File: src/hdl/fhpa_pkg.sv
// ----------------------------------------------------------------------------
// Fixed hunk pool allocator package
// Shared constants, operation and status codes, and the stack command type.
// ----------------------------------------------------------------------------
`default_nettype none

package fhpa_pkg;

    // Sizes of the free stack and of the returned offsets.
    localparam int FREE_DEPTH   = 256;
    localparam int ADDR_BITS    = 16;
    localparam int IDX_W        = $clog2(FREE_DEPTH);
    localparam int COUNT_W      = $clog2(FREE_DEPTH + 1);

    // Configuration and region widths.
    localparam int HUNK_W       = 13;
    localparam int PAD_W        = HUNK_W + 1;
    localparam int REGION_W     = 17;
    localparam int CFG_IDX_W    = 1;

    // Register indexes on the configuration port.
    localparam logic [CFG_IDX_W-1:0] CFG_HUNK_LENGTH  = 1'b0;
    localparam logic [CFG_IDX_W-1:0] CFG_REGION_BYTES = 1'b1;

    // Reset values of the configuration registers.
    localparam logic [HUNK_W-1:0]   HUNK_RESET   = 13'd4;
    localparam logic [REGION_W-1:0] REGION_RESET = 17'd0;

    // Operation carried with each input item.
    typedef enum logic [1:0] {
        OP_ALLOC = 2'd0,
        OP_FREE  = 2'd1,
        OP_CLEAR = 2'd2,
        OP_NOP   = 2'd3
    } op_t;

    // Status returned with each result item.
    typedef enum logic [1:0] {
        ST_OK        = 2'd0,
        ST_EXHAUSTED = 2'd1,
        ST_FULL      = 2'd2
    } status_t;

    // Command from the allocator control to the free stack.
    typedef struct packed {
        logic push;
        logic pop;
        logic clear;
    } stack_cmd_t;

endpackage

`default_nettype wire

File: src/hdl/fhpa_stack.sv
// ----------------------------------------------------------------------------
// Free offset stack
// LIFO of freed hunk offsets with the top two entries held in registers, so
// that a push or a pop can follow in every cycle.
// ----------------------------------------------------------------------------
`default_nettype none

module fhpa_stack
    import fhpa_pkg::*;
(
    input  wire logic                 clk,
    input  wire logic                 rst_n,
    input  wire stack_cmd_t           cmd,
    input  wire logic [ADDR_BITS-1:0] push_data,
    output logic [ADDR_BITS-1:0]      top,
    output logic                      empty,
    output logic                      full,
    output logic [COUNT_W-1:0]        count_next
);

    logic [ADDR_BITS-1:0] stack_mem [FREE_DEPTH];
    logic [COUNT_W-1:0]   count_reg;
    logic [ADDR_BITS-1:0] top_reg;
    logic [ADDR_BITS-1:0] below_reg;
    logic [COUNT_W-1:0]   third_pos;
    logic [IDX_W-1:0]     rd_idx;
    logic [IDX_W-1:0]     wr_idx;

    // Status of the stack and its count after the current command.
    assign empty = (count_reg == '0);
    assign full  = (count_reg == COUNT_W'(FREE_DEPTH));
    assign top   = top_reg;

    always_comb
    begin
        count_next = count_reg;
        if (cmd.clear)
        begin
            count_next = '0;
        end
        else if (cmd.push)
        begin
            count_next = count_reg + COUNT_W'(1);
        end
        else if (cmd.pop)
        begin
            count_next = count_reg - COUNT_W'(1);
        end
    end

    // The entry that becomes second from the top after a pop.
    assign third_pos = count_reg - COUNT_W'(3);
    assign rd_idx    = third_pos[IDX_W-1:0];
    assign wr_idx    = count_reg[IDX_W-1:0];

    // Entry count.
    always_ff @(posedge clk or negedge rst_n)
    begin
        if (!rst_n)
        begin
            count_reg <= '0;
        end
        else
        begin
            count_reg <= count_next;
        end
    end

    // Memory and the two top entries. A push shifts the top down, a pop
    // refills the second entry from memory.
    always_ff @(posedge clk)
    begin
        if (!cmd.clear && cmd.push)
        begin
            stack_mem[wr_idx] <= push_data;
            top_reg           <= push_data;
            below_reg         <= top_reg;
        end
        else if (!cmd.clear && cmd.pop)
        begin
            top_reg   <= below_reg;
            below_reg <= stack_mem[rd_idx];
        end
    end

    // A push is never issued to a full stack.
    assert property (@(posedge clk) disable iff (!rst_n) cmd.push |-> !full)
        else $error("push issued to a full free stack");

    // A pop is never issued to an empty stack.
    assert property (@(posedge clk) disable iff (!rst_n) cmd.pop |-> !empty)
        else $error("pop issued to an empty free stack");

    // Push and pop are exclusive.
    assert property (@(posedge clk) disable iff (!rst_n) !(cmd.push && cmd.pop))
        else $error("push and pop issued together");

    // A pushed entry is on top in the next cycle.
    assert property (@(posedge clk) disable iff (!rst_n)
        (cmd.push && !cmd.clear) |=> (top_reg == $past(push_data)))
        else $error("pushed entry not on top of the stack");

endmodule

`default_nettype wire

File: src/hdl/fixed_hunk_pool_allocator_unit.sv
// ----------------------------------------------------------------------------
// Fixed hunk pool allocator
// Hands out fixed-size hunk byte offsets from one region, reusing freed
// offsets in last-in first-out order before advancing a bump offset.
// ----------------------------------------------------------------------------
// The unit takes one item per clock cycle while its output is not stalled and
// returns one result item for each, registered in the cycle after acceptance.
// The free stack keeps its top two entries in registers and the rest in a
// 256-entry memory with one registered read, which lets a pop follow a pop in
// the next cycle. The input is held off only while a result waits in the output
// register and the downstream side is not ready. The stack memory needs no
// clearing pass: entries are only read after they were pushed, so the unit is
// ready right after reset. Configuration writes are taken in every cycle.
`default_nettype none

module fixed_hunk_pool_allocator_unit
    import fhpa_pkg::*;
(
    input  wire logic                  clk,
    input  wire logic                  rst_n,
    // Configuration write channel.
    input  wire logic                  cfg_valid,
    output logic                       cfg_ready,
    input  wire logic [CFG_IDX_W-1:0]  cfg_index,
    input  wire logic [REGION_W-1:0]   cfg_data,
    // Input items.
    input  wire logic                  s_tvalid,
    output logic                       s_tready,
    input  wire logic [15:0]           s_tdata,   // [15:0] hunk_address
    input  wire logic [1:0]            s_tuser,   // [1:0] op
    // Result items.
    output logic                       m_tvalid,
    input  wire logic                  m_tready,
    output logic [31:0]                m_tdata,   // [15:0] address, [24:16] freed_count
    output logic [1:0]                 m_tuser    // [1:0] status
);

    logic [HUNK_W-1:0]    hunk_reg;
    logic [REGION_W-1:0]  region_reg;
    logic [REGION_W-1:0]  bump_reg;
    logic [REGION_W-1:0]  bump_next;
    logic                 out_valid_reg;
    status_t              status_reg;
    status_t              status_next;
    logic [ADDR_BITS-1:0] addr_reg;
    logic [ADDR_BITS-1:0] addr_next;
    logic [COUNT_W-1:0]   freed_reg;

    logic                 accept;
    op_t                  op;
    logic [PAD_W-1:0]     pad;
    logic [REGION_W-1:0]  remaining;
    stack_cmd_t           cmd;
    logic [ADDR_BITS-1:0] stk_top;
    logic                 stk_empty;
    logic                 stk_full;
    logic [COUNT_W-1:0]   stk_count_next;

    // Handshakes.
    assign cfg_ready = 1'b1;
    assign s_tready  = !out_valid_reg || m_tready;
    assign accept    = s_tvalid && s_tready;
    assign op        = op_t'(s_tuser);

    // Padded hunk length and bytes left behind the bump offset.
    assign pad       = ({1'b0, hunk_reg} + PAD_W'(3)) & ~PAD_W'(3);
    assign remaining = (region_reg > bump_reg) ? (region_reg - bump_reg) : '0;

    // Decode of one item.
    always_comb
    begin
        cmd         = '0;
        status_next = ST_OK;
        addr_next   = '0;
        bump_next   = bump_reg;
        case (op)
            OP_ALLOC:
            begin
                if (!stk_empty)
                begin
                    cmd.pop   = accept;
                    addr_next = stk_top;
                end
                else if (remaining < REGION_W'(pad))
                begin
                    status_next = ST_EXHAUSTED;
                end
                else
                begin
                    addr_next = bump_reg[ADDR_BITS-1:0];
                    bump_next = bump_reg + REGION_W'(pad);
                end
            end
            OP_FREE:
            begin
                if (stk_full)
                begin
                    status_next = ST_FULL;
                end
                else
                begin
                    cmd.push = accept;
                end
            end
            OP_CLEAR:
            begin
                cmd.clear = accept;
                bump_next = '0;
            end
            default:
            begin
            end
        endcase
    end

    fhpa_stack u_stack (
        .clk        (clk),
        .rst_n      (rst_n),
        .cmd        (cmd),
        .push_data  (s_tdata[ADDR_BITS-1:0]),
        .top        (stk_top),
        .empty      (stk_empty),
        .full       (stk_full),
        .count_next (stk_count_next)
    );

    // Configuration registers, bump offset and result valid.
    always_ff @(posedge clk or negedge rst_n)
    begin
        if (!rst_n)
        begin
            hunk_reg      <= HUNK_RESET;
            region_reg    <= REGION_RESET;
            bump_reg      <= '0;
            out_valid_reg <= 1'b0;
        end
        else
        begin
            if (cfg_valid && cfg_ready)
            begin
                case (cfg_index)
                    CFG_HUNK_LENGTH:  hunk_reg   <= cfg_data[HUNK_W-1:0];
                    CFG_REGION_BYTES: region_reg <= cfg_data;
                    default:          ;
                endcase
            end
            if (accept)
            begin
                bump_reg      <= bump_next;
                out_valid_reg <= 1'b1;
            end
            else if (m_tready)
            begin
                out_valid_reg <= 1'b0;
            end
        end
    end

    // Result payload.
    always_ff @(posedge clk)
    begin
        if (accept)
        begin
            status_reg <= status_next;
            addr_reg   <= addr_next;
            freed_reg  <= stk_count_next;
        end
    end

    assign m_tvalid = out_valid_reg;
    assign m_tuser  = status_reg;
    assign m_tdata  = {{(32 - COUNT_W - ADDR_BITS){1'b0}}, freed_reg, addr_reg};

    // A pool reset leaves an empty stack in its result.
    assert property (@(posedge clk) disable iff (!rst_n)
        (accept && op == OP_CLEAR) |=> (m_tvalid && freed_reg == '0))
        else $error("pool reset did not empty the free stack");

    // Exhaustion is only reported when no freed hunk was available.
    assert property (@(posedge clk) disable iff (!rst_n)
        (m_tvalid && status_reg == ST_EXHAUSTED) |-> (freed_reg == '0 && addr_reg == '0))
        else $error("exhaustion reported with freed hunks on the stack");

    // A full report comes only from a stack at its depth.
    assert property (@(posedge clk) disable iff (!rst_n)
        (m_tvalid && status_reg == ST_FULL) |-> (freed_reg == COUNT_W'(FREE_DEPTH)))
        else $error("full reported on a stack below its depth");

endmodule

`default_nettype wire

File: config.mk
export PLATFORM = sky130hd
export DESIGN_NAME = fixed_hunk_pool_allocator_unit
export DESIGN_NICKNAME = d
export VERILOG_FILES = /design/src/hdl/fhpa_pkg.sv /design/src/hdl/fhpa_stack.sv /design/src/hdl/fixed_hunk_pool_allocator_unit.sv
export SDC_FILE = /design/constraint.sdc
export NUM_CORES = 2
export LEC_CHECK = 0
export BUFFER_PORTS_ARGS = -buffer_cell sky130_fd_sc_hd__buf_2
export CORE_MARGIN = 10
export CORE_UTILIZATION = 45
export CTS_CLUSTER_SIZE = 40
export DETAILED_ROUTE_END_ITERATION = 8
export HOLD_SLACK_MARGIN = 0.1
export RECOVER_POWER = 25
export SLEW_MARGIN = 40
export SYNTH_ARGS = -nofsm -noshare
export SYNTH_HDL_FRONTEND = slang
export SYNTH_HIERARCHICAL = 1
export SYNTH_SLANG_ARGS = --single-unit
File: constraint.sdc
create_clock -name clk -period 6.1 [get_ports clk]
set_clock_uncertainty 0.05 [all_clocks]
set_input_delay 0.61 -clock clk [delete_from_list [all_inputs] [get_ports clk]]
set_output_delay 0.61 -clock clk [all_outputs]
set_load 0.005 [all_outputs]
==> impl_metrics.tcl <==
set metrics [dict create \
    run_status "complete, but fails checks" \
    failed_checks "max-capacitance violations, max-slew violations" \
    seq_area_um2 126200 \
    worst_skew_pair.late_latency_ns 1.00 \
    io_buffers 69 \
    grt_pass1_vias 81910 \
    worstSetupStartpointType "input port" \
    numCtsBuffers 428 \
    gr-total-overflow 0 \
    synth_flop_cell "edfxtp_1" \
    routed.top_layer "met5" \
    grt_setup_unrepaired "no" \
    holdCritStartpoint "s_tuser[1]" \
    drv_slew 2316 \
    place_ws_ns 0.5418 \
    coreArea_um2 365000 \
    wl_met1_mm 177.3 \
    synth-edff-count 4155 \
    grt_usage 0.2162 \
    yosysSeqAreaShare 0.7661 \
    num_rows 222 \
    layout-drive-gt1-share 0.2663 \
    routed-wl-met3_mm 35.11 \
    syn2layout_area_growth_pct 14.07 \
    vias_per_cell 6.060 \
    antenna_found_initial 32 \
    fin_nets 8440 \
    cts_buffer_depth 4 \
    power.total_uw 92560 \
    r2r_slack_ns 0.46 \
    multi_input_area_um2 36480 \
    syn-instance-count 7799 \
    endpoint_kind "flip-flop" \
    die-area_um2 390500 \
    worstReg2RegStart "bump_reg[14]" \
    async_reset_ff_frac 0.01306 \
    drc 0 \
    cap_violations 34 \
    finalSetupTns_ns 0 \
    grt_pass1_wl_mm 616.1 \
    grt_max_degree 173 \
    yosysWarnings 6 \
    cts_max_level 5 \
    wl_met2_mm 203.6 \
    ant_nets 0 \
    power_density_nw_per_um2 492.8 \
    setup_viol 0 \
    synth_cell_types 88 \
    tightest_slew_ns 5.476 \
    hold_viol_final 0 \
    synth_seq_cells 4210 \
    start_util 0.4512 \
    fillers 28580 \
    die_w_um 624.9 \
    leakagePower_uw 0.05987 \
    detail_route.wl_per_cell_um 31.88 \
    hold_buffers 40 \
    die_h_um 624.9 \
    synth_area_um2 164700 \
    postCtsSetupRepairBufs 0 \
    fin_crit_sh 0.9247 \
    num_io_pins 78 \
    wl_mm 431.5 \
    ir_worst_vdd_mv 0.6136 \
    dp_hpwl_mm 259.0 \
    max_freq_mhz 177.3 \
    fin_hold_ws_ns 0.2297 \
    min_path_type "input port to flip-flop" \
    finalWorstSetupSlack_ns 0.4591 \
    vias 82040 \
    required_ns 6.92 \
    path_class "input port to flip-flop" \
    min_period_ns 5.641 \
    crit_fanout 77 \
    clock_sinks 4210 \
    cts_resized 0 \
    postSynthAreaPerCell_um2 21.11 \
    critPathLaunch "s_tdata[3]" \
    crit_arrival_ns 6.46 \
    clk_pin_slew_ns 0.07 \
    firstDrtPassIters 6 \
    cts_tree "done" \
    largest_reg_flops 4096 \
    relSlewSlack -2.651 \
    routabilityCongestion 0.8969 \
    cts-root-buf "clkbuf_16" \
    drtIter0Drc 10410 \
]
## layer usage
| layer | vias to the layer above | global-route usage |
|---|---|---|
| li1 | 33500 | - |
| met1 | 44030 | 0.3134 |
| met2 | 3791 | 0.3400 |
| met3 | 707 | 0.03499 |
| met4 | 18 | 0.06704 |
| met5 | - | 0 |
## cell type report
class | count | share of cell area
tap | 4816 | 0.03208
inverter | 43 | 0.0008859
clock inverter | 282 | 0.01667
multi-input combinational | 3106 | 0.1942
antenna | 10 | 0.0001332
clock buffer | 505 | 0.05867
timing repair buffer | 566 | 0.02576
sequential | 4210 | 0.6716
## Yosys cell counts (all sizes together), types with 17 or more instances
master	instances	share of area
mux2i	276	0.017
clkbuf	141	0.0032
a32o	18	0.0011
and2	17	0.00065
and3	34	0.0013
nand2	488	0.011
nor3	36	0.0011
a22o	43	0.0023
mux2	66	0.0045
xnor2	32	0.0019
inv	43	0.0010
mux4	1016	0.14
buf	305	0.011
dfrtp	54	0.0082
o21ai	57	0.0017
o22ai	77	0.0029
o41ai	20	0.0015
o221ai	29	0.0019
o31ai	32	0.0015
ha	43	0.0033
nor2	367	0.0084
a21oi	106	0.0033
nand4	25	0.00095
nand3	102	0.0031
edfxtp	4155	0.76
or3	22	0.00084
a221oi	19	0.0010
## cell usage in the layout, fill, tap and decap left out, types with 32 or more instances in the layout
| cell type | n |
|---|---|
| o21ai_0 | 43 |
| a22o_1 | 43 |
| clkbuf_1 | 101 |
| nor3_1 | 32 |
| clkinv_2 | 76 |
| nor2_1 | 348 |
| buf_12 | 44 |
| a21oi_1 | 102 |
| ha_1 | 42 |
| buf_2 | 52 |
| nand3_1 | 92 |
| bufinv_16 | 51 |
| buf_4 | 373 |
| edfxtp_1 | 4155 |
| dlygate4sd3_1 | 44 |
| nand2_1 | 475 |
| o22ai_1 | 75 |
| mux4_2 | 1016 |
| mux2_2 | 66 |
| dfrtp_1 | 53 |
| clkinv_1 | 96 |
| clkbuf_16 | 429 |
| inv_1 | 40 |
| mux2i_1 | 273 |
## report_power, final
| part | total [uW] | leakage, uW | switching, uW | internal [uW] |
|---|---|---|---|---|
| Combinational | 33900 | 0.0150 | 20500 | 13400 |
| Clock | 26300 | 0.00686 | 11100 | 15100 |
| Sequential | 32400 | 0.0380 | 218 | 32200 |
| Total | 92600 | 0.0599 | 31800 | 60700 |
## metrics by stage
| stage | instance area (um^2) | utilization | cells |
|---|---|---|---|
| 2_1_floorplan | 164700 | - | 7805 |
| 3_3_place_gp | 172900 | 0.4738 | 12680 |
| 5_1_grt | 187800 | 0.5146 | 13530 |
| 3_5_place_dp | 173400 | 0.4751 | 12690 |
| 6_report | 187800 | 0.5146 | 13540 |
| 4_1_cts | 188000 | 0.5150 | 13510 |
## final timing paths
kind | end | cells after the start
setup / recovery | u_stack/top[3] | 5
hold / removal | bump_reg[15] | 5
setup reg to reg | bump_reg[4] | 17
hold reg to reg | region_reg[13] | 1
max in group asynchronous | u_stack/count_reg[0] | 5
min in group asynchronous | m_tvalid | 4
## worst max-delay path, cell delays in order
cell and delay [ns]:
dlygate4sd3_1 0.58, clkbuf_1 2.67, clkbuf_2 1.47, buf_4 0.73, mux2_2 0.27
## logic make-up (layout without fill, tap and decap cells)
logic type / Yosys count / after routing / synth area share
compound gates: 504 / 504 / 0.02270
xor+xnor: 45 / 45 / 0.002667
fa+ha+maj: 44 / 44 / 0.003389
buf+inv: 489 / 1396 / 0.01502
flops: 4210 / 4210 / 0.7661
mux: 1358 / 1358 / 0.1603
other cells: 2 / 18 / 0.00004561
simple gates: 1147 / 1147 / 0.02984
No activity file was read; power rests on OpenSTA's default activity.
